`config.mk`:
```
export PLATFORM = sky130hd
export DESIGN_NAME = bounded_list_with_search_remove_unit
export DESIGN_NICKNAME = d
export VERILOG_FILES = /design/src/design/blsr_pkg.sv /design/src/design/blsr_cell.sv /design/src/design/bounded_list_with_search_remove_unit.sv
export SDC_FILE = /design/constraint.sdc
export NUM_CORES = 2
export LEC_CHECK = 0
export ABC_CLOCK_PERIOD_IN_PS = 6500
export BUFFER_PORTS_ARGS = -buffer_cell sky130_fd_sc_hd__buf_4
export CORE_ASPECT_RATIO = 1.5
export CORE_MARGIN = 5
export CORE_UTILIZATION = 40
export CTS_BUF_LIST = sky130_fd_sc_hd__clkbuf_8
export DETAILED_ROUTE_END_ITERATION = 8
export PLACE_DENSITY = 0.56
export SYNTH_ARGS = -nofsm -noshare
export SYNTH_HDL_FRONTEND = slang
export SYNTH_SLANG_ARGS = --single-unit
```
`constraint.sdc`:
```
create_clock -name clk -period 6.5 [get_ports clk]
set_input_delay 0.65 -clock clk [delete_from_list [all_inputs] [get_ports clk]]
set_output_delay 0.65 -clock clk [all_outputs]
set_load 0.05 [all_outputs]
```
`src/design/blsr_pkg.sv`:
```
// ----------------------------------------------------------------------------
// Bounded list package
// Shared constants, request and status codes, and the cell control types
// for the bounded list with search and remove.
// ----------------------------------------------------------------------------
package blsr_pkg;

  // Storage geometry.
  localparam int DEPTH     = 16;
  localparam int DATA_W    = 32;
  localparam int CNT_W     = $clog2(DEPTH + 1);
  localparam int OUT_CNT_W = 5;
  localparam int REQ_W     = 3;
  localparam int STAT_W    = 2;

  // Request codes.
  localparam logic [REQ_W-1:0] REQ_PUSH     = 3'd0;
  localparam logic [REQ_W-1:0] REQ_POP      = 3'd1;
  localparam logic [REQ_W-1:0] REQ_READ     = 3'd2;
  localparam logic [REQ_W-1:0] REQ_CONTAINS = 3'd3;
  localparam logic [REQ_W-1:0] REQ_REMOVE   = 3'd4;
  localparam logic [REQ_W-1:0] REQ_CLEAR    = 3'd5;

  // Status codes.
  localparam logic [STAT_W-1:0] STAT_OK    = 2'd0;
  localparam logic [STAT_W-1:0] STAT_EMPTY = 2'd1;
  localparam logic [STAT_W-1:0] STAT_FULL  = 2'd2;

  // Operation broadcast to every cell of the chain.
  typedef enum logic [2:0] {
    CELL_HOLD,
    CELL_PUSH,
    CELL_PULL,
    CELL_MARK,
    CELL_CLEAR
  } cell_op_t;

  typedef struct packed {
    cell_op_t                  op;
    logic signed [DATA_W-1:0] value;
  } cell_ctrl_t;

endpackage

```
`src/design/blsr_cell.sv`:
```
// ----------------------------------------------------------------------------
// Bounded list cell
// Holds one list entry and its occupied flag. Takes the entry of its front
// neighbor on a push, of its back neighbor on a pull, and compares its entry
// against the broadcast value.
// ----------------------------------------------------------------------------
module blsr_cell
  import blsr_pkg::*;
(
  input  logic                     clk,
  input  logic                     rst,
  input  cell_ctrl_t               ctrl,
  input  logic signed [DATA_W-1:0] prev_data,
  input  logic                     prev_occ,
  input  logic signed [DATA_W-1:0] next_data,
  input  logic                     next_occ,
  input  logic                     pull_in,
  output logic signed [DATA_W-1:0] data,
  output logic                     occ,
  output logic                     match,
  output logic                     pull_out
);

  // An occupied entry equal to the broadcast value.
  assign match = occ && (data == ctrl.value);

  // Once a cell pulls, every cell behind it pulls as well; a hole or pull_in starts it.
  assign pull_out = pull_in || !occ;

  // Occupied flag.
  always_ff @(posedge clk) begin
    if (rst) begin
      occ <= 1'b0;
    end else begin
      unique case (ctrl.op)
        CELL_HOLD: ;
        CELL_PUSH: occ <= prev_occ;
        CELL_PULL: begin
          if (pull_out) occ <= next_occ;
        end
        CELL_MARK: begin
          if (match) occ <= 1'b0;
        end
        CELL_CLEAR: occ <= 1'b0;
        default: ;
      endcase
    end
  end

  // Entry payload.
  always_ff @(posedge clk) begin
    if (ctrl.op == CELL_PUSH) begin
      data <= prev_data;
    end else if (ctrl.op == CELL_PULL && pull_out) begin
      data <= next_data;
    end
  end

endmodule

```
`src/design/bounded_list_with_search_remove_unit.sv`:
```
// ----------------------------------------------------------------------------
// Bounded list with search and remove
// Front-first list of up to sixteen signed 32-bit entries kept in a chain of
// cells, with push, pop, read front, contains, remove all equal and clear.
// ----------------------------------------------------------------------------
// Each request beat returns one response beat. Push, pop, read front,
// contains, clear and unused codes complete in the cycle they are accepted;
// the response appears on the next cycle. Remove all equal marks matching
// cells, then closes one gap per cycle by shifting the cells behind the
// first hole toward the front, and responds after no hole is left. The list
// takes one request at a time, and a new request is taken while a response
// waits only if that response is being taken in the same cycle.
module bounded_list_with_search_remove_unit
  import blsr_pkg::*;
(
  input  logic                        clk,
  input  logic                        rst,
  input  logic                        req_valid,
  output logic                        req_stall,
  input  logic [REQ_W-1:0]            req_type,
  input  logic signed [DATA_W-1:0]    value,
  output logic                        rsp_valid,
  input  logic                        rsp_stall,
  output logic [STAT_W-1:0]           status,
  output logic signed [DATA_W-1:0]    front_value,
  output logic                        found,
  output logic [OUT_CNT_W-1:0]        removed_count,
  output logic [OUT_CNT_W-1:0]        count_after
);

  typedef enum logic [0:0] {
    ST_IDLE,
    ST_COMPACT
  } state_t;

  state_t                   state;
  logic [CNT_W-1:0]         count;
  logic [CNT_W-1:0]         count_next;
  logic [CNT_W-1:0]         removed;
  logic [CNT_W-1:0]         match_cnt;

  cell_ctrl_t               ctrl;
  logic                     pull_head;
  logic signed [DATA_W-1:0] cell_data [DEPTH];
  logic [DEPTH-1:0]         cell_occ;
  logic [DEPTH-1:0]         cell_match;
  logic [DEPTH:0]           pull;
  logic                     holes;

  logic                     req_acc;
  logic                     out_free;
  logic                     rsp_load;
  logic [STAT_W-1:0]        status_next;
  logic signed [DATA_W-1:0] front_next;
  logic                     found_next;
  logic [CNT_W-1:0]         removed_next;

  assign out_free  = !rsp_valid || !rsp_stall;
  assign req_stall = (state != ST_IDLE) || !out_free;
  assign req_acc   = req_valid && !req_stall;

  // Chain of cells; the front entry lives in cell 0.
  assign pull[0] = pull_head;
  for (genvar i = 0; i < DEPTH; i++) begin : g_cell
    logic signed [DATA_W-1:0] prev_d;
    logic                     prev_o;
    logic signed [DATA_W-1:0] next_d;
    logic                     next_o;

    if (i == 0) begin : g_head
      assign prev_d = value;
      assign prev_o = 1'b1;
    end else begin : g_body
      assign prev_d = cell_data[i-1];
      assign prev_o = cell_occ[i-1];
    end

    if (i == DEPTH - 1) begin : g_tail
      assign next_d = '0;
      assign next_o = 1'b0;
    end else begin : g_inner
      assign next_d = cell_data[i+1];
      assign next_o = cell_occ[i+1];
    end

    blsr_cell u_cell (
      .clk       (clk),
      .rst       (rst),
      .ctrl      (ctrl),
      .prev_data (prev_d),
      .prev_occ  (prev_o),
      .next_data (next_d),
      .next_occ  (next_o),
      .pull_in   (pull[i]),
      .data      (cell_data[i]),
      .occ       (cell_occ[i]),
      .match     (cell_match[i]),
      .pull_out  (pull[i+1])
    );
  end

  // A hole is an empty cell with an occupied cell right behind it.
  always_comb begin
    holes = 1'b0;
    for (int i = 0; i < DEPTH - 1; i++) begin
      holes = holes | (!cell_occ[i] && cell_occ[i+1]);
    end
  end

  assign match_cnt = CNT_W'($countones(cell_match));

  // Cell command and response fields for the current cycle.
  always_comb begin
    ctrl.op      = CELL_HOLD;
    ctrl.value   = value;
    pull_head    = 1'b0;
    rsp_load     = 1'b0;
    count_next   = count;
    status_next  = STAT_OK;
    front_next   = cell_occ[0] ? cell_data[0] : '0;
    found_next   = 1'b0;
    removed_next = '0;

    if (state == ST_IDLE && req_acc) begin
      rsp_load = 1'b1;
      unique case (req_type)
        REQ_PUSH: begin
          if (count == CNT_W'(DEPTH)) begin
            status_next = STAT_FULL;
          end else begin
            ctrl.op    = CELL_PUSH;
            count_next = count + 1'b1;
            front_next = value;
          end
        end
        REQ_POP: begin
          if (count != '0) begin
            ctrl.op      = CELL_PULL;
            pull_head    = 1'b1;
            count_next   = count - 1'b1;
            removed_next = CNT_W'(1);
            front_next   = (count > CNT_W'(1)) ? cell_data[1] : '0;
          end
        end
        REQ_READ: begin
          if (count == '0) status_next = STAT_EMPTY;
        end
        REQ_CONTAINS: begin
          found_next = |cell_match;
        end
        REQ_REMOVE: begin
          ctrl.op    = CELL_MARK;
          count_next = count - match_cnt;
          rsp_load   = 1'b0;
        end
        REQ_CLEAR: begin
          ctrl.op      = CELL_CLEAR;
          count_next   = '0;
          removed_next = count;
          front_next   = '0;
        end
        default: ;
      endcase
    end else if (state == ST_COMPACT) begin
      if (holes) begin
        ctrl.op = CELL_PULL;
      end else if (out_free) begin
        rsp_load     = 1'b1;
        removed_next = removed;
      end
    end
  end

  // Sequencer, entry count and response register.
  always_ff @(posedge clk) begin
    if (rst) begin
      state     <= ST_IDLE;
      count     <= '0;
      rsp_valid <= 1'b0;
    end else begin
      count <= count_next;
      if (rsp_load) begin
        rsp_valid     <= 1'b1;
        status        <= status_next;
        front_value   <= front_next;
        found         <= found_next;
        removed_count <= OUT_CNT_W'(removed_next);
        count_after   <= OUT_CNT_W'(count_next);
      end else if (!rsp_stall) begin
        rsp_valid <= 1'b0;
      end
      unique case (state)
        ST_IDLE: begin
          if (req_acc && req_type == REQ_REMOVE) begin
            state   <= ST_COMPACT;
            removed <= match_cnt;
          end
        end
        ST_COMPACT: begin
          if (rsp_load) state <= ST_IDLE;
        end
        default: state <= ST_IDLE;
      endcase
    end
  end

  // Expected occupancy pattern for a given count.
  logic [DEPTH-1:0] occ_ref;
  always_comb begin
    for (int i = 0; i < DEPTH; i++) begin
      occ_ref[i] = (CNT_W'(i) < count);
    end
  end

  // The count never exceeds the number of cells.
  a_count_bound: assert property (@(posedge clk) disable iff (rst)
    count <= CNT_W'(DEPTH))
    else $error("entry count above depth");

  // Between requests the occupied cells form a prefix as long as the count.
  a_occ_prefix: assert property (@(posedge clk) disable iff (rst)
    state == ST_IDLE |-> cell_occ == occ_ref)
    else $error("occupied cells disagree with entry count");

  // A rejected push only happens on a full list.
  a_full_status: assert property (@(posedge clk) disable iff (rst)
    rsp_valid && status == STAT_FULL |-> count_after == OUT_CNT_W'(DEPTH))
    else $error("full status on a list that is not full");

  // Compaction never starts another request before responding.
  a_compact_hold: assert property (@(posedge clk) disable iff (rst)
    state == ST_COMPACT |-> req_stall)
    else $error("request taken during compaction");

endmodule

```
* Word-level counts from Yosys, hierarchy flattened
Cells that the tools add are included.
W data, S select, Z words.
** Word-level totals
- Flip-flop bits (word level) :: 585
- Bits of input ports :: 39
- Output and inout bits :: 47
- Logic and storage cells :: 381
** Cells by class
- Add/subtract/negate cells :: 18
- Magnitude comparators :: 1
- Equality and inequality tests :: 59
- Mux-type cells :: 118
- Bitwise gates (word level) :: 16
- Reductions and logical operators :: 128
** Operators with widths (count)
- $mux W32 :: 37
- $eq A32 B32 Y1 :: 16
- $pmux W32 S3 :: 1
- $ne A2 B1 Y1 const B :: 33
- $pmux W1 S4 :: 16
- $reduce_and A3 Y1 :: 17
- $logic_and A1 B1 Y1 :: 50
- $mux W1 :: 47
- $mux W5 :: 7
- $reduce_bool A2 Y1 :: 16
- $logic_not A1 Y1 :: 20
- $pmux W5 S4 :: 1
- $logic_or A1 B1 Y1 :: 18
- $add A1 B1 Y2 :: 8
- $reduce_or A16 Y1 :: 1
- $or A1 B1 Y1 :: 14
- $add A2 B2 Y3 :: 4
- $eq A3 B2 Y1 const B :: 4
- $pmux W3 S4 :: 1
- $pmux W5 S2 :: 1
- $eq A3 B3 Y1 const B :: 3
- $add A3 B3 Y4 :: 2
- $mux W2 :: 4
- $eq A3 B1 Y1 const B :: 2
- 15 further kinds :: 17

* Logic depth before layout (Yosys ltp)
- Depth in word-level cells :: 27
- Depth in mapped cells :: 26
- Mapped depth without buffers :: 25

* Cells and area by module
A second synthesis with hierarchy kept.
** Second synthesis, totals
- Cell total of the unflattened synthesis :: 2430
- Area, all modules :: 32865.3 um2
** By module, submodules not included
- blsr_cell at g_cell[10].u_cell ... :: instances 15, cells an instance 131, area an instance 1824.2 um2, sequential area each 980.9 um2
- bounded_list_with_search_remove_unit :: instances 1, cells an instance 334, area an instance 3674.8 um2, sequential area each 1641.6 um2
- blsr_cell at g_cell[0].u_cell :: instances 1, cells an instance 131, area an instance 1826.8 um2, sequential area each 980.9 um2

* Worst setup path after synthesis
No wires, ideal clock.
- Path kind :: in2reg
- From :: input port value[12]
- To :: register count_after[4], data pin
- Arrival :: 6.174 ns
- Setup slack :: 0.050 ns
- Stages on the path :: 23
- Buffers on the path :: 2
- Cell sequence :: clkbuf_1 buf_2 xnor2_1 nand4_1 nor4_1 nand4_1 fa_1 inv_1 fa_1 fa_1 inv_1 fa_1 inv_1 ha_1 fa_1 inv_1 fa_1 a21o_1 a21oi_1 xnor2_1 a221o_1 nand2_1 o21ai_0
** On the way
- Longest elaborated chain between the ends :: 9
- Elaborated cells on any way between the ends :: 50
- Classes of those cells :: 16 x add/sub; 16 x eq/ne; 2 x mux; 16 x reduce/logical
** Ends and longest elaborated chain
- start, declared :: RTL line bounded_list_with_search_remove_unit.sv:21 : input logic signed [DATA_W-1:0] value,
- $eq A32 B32 Y1 :: RTL line blsr_cell.sv:25 : assign match = occ && (data == ctrl.value);
- $logic_and A1 B1 Y1 :: RTL line blsr_cell.sv:25
- $add A1 B1 Y2 (not written as such) :: RTL line bounded_list_with_search_remove_unit.sv:110 : assign match_cnt = CNT_W'($countones(cell_match));
- $add A2 B2 Y3 (not written as such) :: RTL line bounded_list_with_search_remove_unit.sv:110
- $add A3 B3 Y4 (not written as such) :: RTL line bounded_list_with_search_remove_unit.sv:110
- $add A4 B4 Y5 (not written as such) * :: RTL line bounded_list_with_search_remove_unit.sv:110
- named net match_cnt[1] :: RTL line bounded_list_with_search_remove_unit.sv:40 : logic [CNT_W-1:0] match_cnt;
- $sub A5 B5 Y5 * :: RTL line bounded_list_with_search_remove_unit.sv:153 : count_next = count - match_cnt;
- $pmux W5 S4 * :: RTL line bounded_list_with_search_remove_unit.sv:126 : unique case (req_type)
- $mux W5 * :: RTL line bounded_list_with_search_remove_unit.sv:124 : if (state == ST_IDLE && req_acc) begin
- named net count_next[4] :: RTL line bounded_list_with_search_remove_unit.sv:38 : logic [CNT_W-1:0] count_next;
- end signal, assigned :: RTL line bounded_list_with_search_remove_unit.sv:188 : count_after <= OUT_CNT_W'(count_next);
- end, declared :: RTL line bounded_list_with_search_remove_unit.sv:28 : output logic [OUT_CNT_W-1:0] count_after
The timed path passes the listed nets; every way through them passes the cells marked *.
A chain may end at the register's enable or synchronous reset.

* Worst setup path in the final report
- From :: register g_cell[0].u_cell.data[4]
- To :: register count[3]
** On the way
- Longest elaborated chain between the ends :: 9
** Ends and longest elaborated chain
- start, declared :: RTL line blsr_cell.sv:18 : output logic signed [DATA_W-1:0] data,
- start signal, assigned :: RTL line blsr_cell.sv:53 : data <= prev_data;
- start signal, assigned :: RTL line blsr_cell.sv:55 : data <= next_data;
- $eq A32 B32 Y1 :: RTL line blsr_cell.sv:25
- $logic_and A1 B1 Y1 :: RTL line blsr_cell.sv:25
- $add A1 B1 Y2 (not written as such) :: RTL line bounded_list_with_search_remove_unit.sv:110
- $add A2 B2 Y3 (not written as such) :: RTL line bounded_list_with_search_remove_unit.sv:110
- $add A3 B3 Y4 (not written as such) :: RTL line bounded_list_with_search_remove_unit.sv:110
- $add A4 B4 Y5 (not written as such) :: RTL line bounded_list_with_search_remove_unit.sv:110
- named net match_cnt[1] :: RTL line bounded_list_with_search_remove_unit.sv:40
- $sub A5 B5 Y5 :: RTL line bounded_list_with_search_remove_unit.sv:153
- $pmux W5 S4 :: RTL line bounded_list_with_search_remove_unit.sv:126
- $mux W5 :: RTL line bounded_list_with_search_remove_unit.sv:124
- named net count_next[3] :: RTL line bounded_list_with_search_remove_unit.sv:38
- end signal, assigned :: RTL line bounded_list_with_search_remove_unit.sv:181 : count <= count_next;
- end, declared :: RTL line bounded_list_with_search_remove_unit.sv:37 : logic [CNT_W-1:0] count;
The timed path passes the listed nets, and every way through them passes these cells.

==> metrics.md <==
| Metric | Value |
|---|---|
| Psw | between 0.002 and 0.003 W |
| Crit path arrival time | about 7.0 ns |
| Worst Hold Depth | 3 |
| Cells on worst reg2reg path | 22 |
| Vias per Instance | approximately 5.5 |
| Synthesized flop and latch total | approximately 590 |
| Yosys top cell area share | roughly 53% |
| Number of max-cap violations | 0 |
| Ys Warns | 0 |
| Horiz. Die Dim | between 200 and 250 um |
| Path category of the worst min-delay check | in2reg |
| Largest area contributor in the netlist | edfxtp_1 |
| Total power | between 0.008 and 0.009 W |
| VDD IR max | 0.1521 mV |
| Critical Path End Type | flop |
| Grt ovf | 0 |
| Vias in the first global route | 25,285 |
| Syn Area/Cell | ~9.4 um2 |
| DRC viols | 0 |
| Synth Net Count | 3,452 |
| Vias | ~26,000 |
| Crit-path cells | xor2_1 -> nor4_2 -> nand4_1 -> or3_1 -> fa_1 -> inv_1 -> fa_1 -> fa_1 -> inv_1 -> fa_1 -> inv_1 -> ha_1 -> fa_1 -> inv_1 -> buf_4 -> ha_1 -> a21o_1 -> a21oi_1 -> xnor2_1 -> a221oi_1 -> o22ai_1 -> nor2b_1 |
| DR pass1 iterations | 6 |
| H-tree depth | 3 |
| Clk buf depth | 3 |
| Ys async rst share | 0% |
| Min Tclk post-route | about 6.3 ns |
| TritonCTS clock tree | done |
| Comb pwr share | ~13% |
| CORE AREA | about 80,000 um2 |
| Reg2reg end | count[3] |
| Critical path required time | 7.13 ns |
| Die ar. | roughly 86,000 um2 |
| Startpoint type of the worst setup path | flop |
| Most frequent cells in the layout | nand2_1, edfxtp_1, buf_4 |
| Flop-to-flop setup slack | 0.18 ns |
| Worst hold endpoint | rsp_valid |
| # IOs | between 80 and 90 |
| Wirelength, routed | around 130,000 um |
| Ys flop type | edfxtp_1 |
| Worst Clk Skew | approximately 0.043 ns |
| Worst Hold Launch | rsp_stall |
| Critical path class | reg2reg |
| Die H | roughly 360 um |
| Worst-path clk slew | approximately 0.060 ns |
| Post-synth EDFFs | ~560 |
| Dpl ws | -0.5410 ns |
| Fill count | 7,766 |
| Worst-path fanout max | 3 |
| Crit share post-route | between 90% and 100% |
| Antenna Nets Post-Route | 0 |
| Final worst setup slack | roughly 0.18 ns |
| Setup violations, final | 0 |
| 1st-iter DRT viols | just under 3,000 |
| Leak | around 15 nW |
| Gr usage total | between 20% and 30% |
| Reg power frac | a little over 50% |
| Switching share of total power | 28.67% |
| CTS root buffer | clkbuf_8 |
| Clk Latency, worst-skew pair | 0.75 ns |
| CP delay by family, top | adder cells |
| Initial antenna violation count | 3 |
| Post-Syn Area | roughly 32,000 um2 |
| Critical Path Max Stage Delay | between 0.5 and 0.6 ns |
| F_max | about 160 MHz |
| Routability cong. | 1.017 |
| Worst-Margin Slew | roughly 1.1 ns |
| Final net count | roughly 3,700 |
| Cell Rows | between 100 and 150 |
| Reg2reg start | g_cell[0].u_cell.data[4] |
| Unique masters post-synth | between 50 and 60 |
| CTS Hold Buffers Added | 0 |
| Hold Fails Final Rpt | 0 |
| Relative max-transition margin | a little under a quarter |
| Cell mode on critical path | fa_1 |
| First-pass GRT wire length | approximately 180,000 um |
| Internal power | ~0.0064 W |
| Post-Syn Instances | roughly 3,400 |
| Post-synthesis sequential area ratio | between 50% and 60% |
| Commonest non-fill, non-tap cell in the layout | nand2_1 |
| Outcome | completed |
| Synthesis-to-finish area growth | 17.22% |
| Number of CTS-inserted buffers | 97 |
| IO Port Bufs | 85 |
| DR WL/cell | roughly 27 um |
| Crit path buf inv count | 5 |
| Slowest-stage cell, CP | fa_1 |
| Starting Density | 40.14% |
| Levels on crit path | 22 |
| DP HPWL | roughly 95,000 um |
| Ranking of synthesized cells by area | edfxtp_1, nand2_1, xor2_1, xnor2_1, clkbuf_1 |
| Fin. max-slew vios | 0 |
| Clk pwr share | 37.0% |
| CTS Sinks | just under 600 |
| Largest net degree at the start of global routing | 175 |
| Power Dens Cells | 237.5 nW/um2 |
| Layout cells sized above 1 | between 10% and 20% |
==> through the flow <==
step | TNS, ns | hold slack [ns] | instance area, um2 | instances | utilization [%]
after floorplan | 0 | 0.4944 | 32020 | 3389 | -
after global placement | -2.830 | 0.5064 | 35580 | 4571 | 44.61
after detailed placement | -3.222 | 0.5034 | 35580 | 4571 | 44.61
after CTS | 0 | 0.1495 | 37450 | 4751 | 46.95
after global routing | -0.03160 | 0.2266 | 37530 | 4755 | 47.05
final | 0 | 0.2125 | 37530 | 4756 | 47.05
==> Yosys cell counts, types with 5 or more instances <==
| cell | count |
|---|---|
| nand2_1 | 1508 |
| edfxtp_1 | 562 |
| xor2_1 | 285 |
| xnor2_1 | 233 |
| clkbuf_1 | 159 |
| nor4_1 | 76 |
| nand4_1 | 69 |
| and3_1 | 44 |
| nand3_1 | 36 |
| o21ai_0 | 36 |
| buf_2 | 34 |
| nor2_1 | 34 |
| a22oi_1 | 33 |
| inv_1 | 32 |
| a21oi_1 | 31 |
| nor3_1 | 24 |
| dfxtp_1 | 23 |
| buf_1 | 18 |
| o21ai_1 | 16 |
| ha_1 | 13 |
| fa_1 | 11 |
| nor2b_1 | 11 |
| nand2b_1 | 10 |
| a31oi_1 | 9 |
| mux2i_1 | 9 |
| a21o_1 | 7 |
| and2_1 | 6 |
| or3_1 | 5 |
==> what timing repair did <==
| action | CTS | global route |
|---|---|---|
| resized for setup | 0 | 9 |
| setup buffers | 0 | 1 |
| setup endpoints to repair | 0 | 4 |
==> worst reg2reg max path: cells and delay by family, from the launching register on <==
kind,cells,cell delay [ns]
adder cells (fa/ha/maj),7,3.05
buffers and inverters,5,0.39
flip-flops,1,0.54
XOR/XNOR,2,0.35
AND/OR/NAND/NOR,4,1.07
AO/OA/AOI/OAI,4,0.81
==> worst max-delay path by stage <==
stage          slack, ns                  startpoint        endpoint
3_5_place_dp       -0.54                   value[30]        count[3]
3_3_place_gp       -0.49                   value[30]  count_after[3]
5_1_grt            -0.02  g_cell[15].u_cell.data[28]        count[4]
6_report            0.18    g_cell[0].u_cell.data[4]        count[3]
2_1_floorplan       0.05                   value[12]  count_after[4]
4_1_cts             0.07   g_cell[7].u_cell.data[16]        count[3]
==> cells by family (layout without fill, tap and decap cells) <==
logic type      Yosys count  count (layout)  share of synthesized area (%)
xor+xnor                518             518                          14.17
flops                   585             585                          54.15
buf+inv                 247             578                          3.099
fa+ha+maj                24              24                          1.196
other cells               0               4                              0
compound gates          168             168                          3.384
mux                       9               9                         0.2814
simple gates           1838            1838                          23.72
==> sequential cells by signal, summed over array words and instances, names as in the netlist <==
register,cells
front_value,32
removed_count,5
state,1
g_cell.u_cell.occ,16
g_cell.u_cell.data,512
count,5
removed,5
status,2
count_after,5
rsp_valid,1
found,1
==> layout make-up <==
class	instances	area [um2]	share of cell area (%)
sequential	585	17340	46.19
clock buffer	100	1376	3.667
multi-input combinational	2557	13840	36.89
antenna	4	10.01	0.02667
tap	1032	1291	3.440
timing repair buffer	365	3053	8.134
clock inverter	80	496.7	1.323
inverter	33	123.9	0.3300
==> power groups by stage <==
stage	sequential [W]	combinational, W	clock (W)
final	0.00448	0.00114	0.00329
after global routing	0.00449	0.00120	0.00350
after CTS	0.00448	0.00112	0.00335
after detailed placement	0.00456	0.00112	0
after global placement	0.00456	0.00111	0
after floorplan	0.00454	0.000578	0
==> routing by layer <==
layer,vias to the layer above,share of wire (%),global-route usage (%)
met5,-,0,0
met3,385,6.2,3.866
met1,12476,35,32.47
li1,11807,-,-
met4,0,9.6,22.01
met2,1281,49,49.33
(Power assumes the default switching activity.)
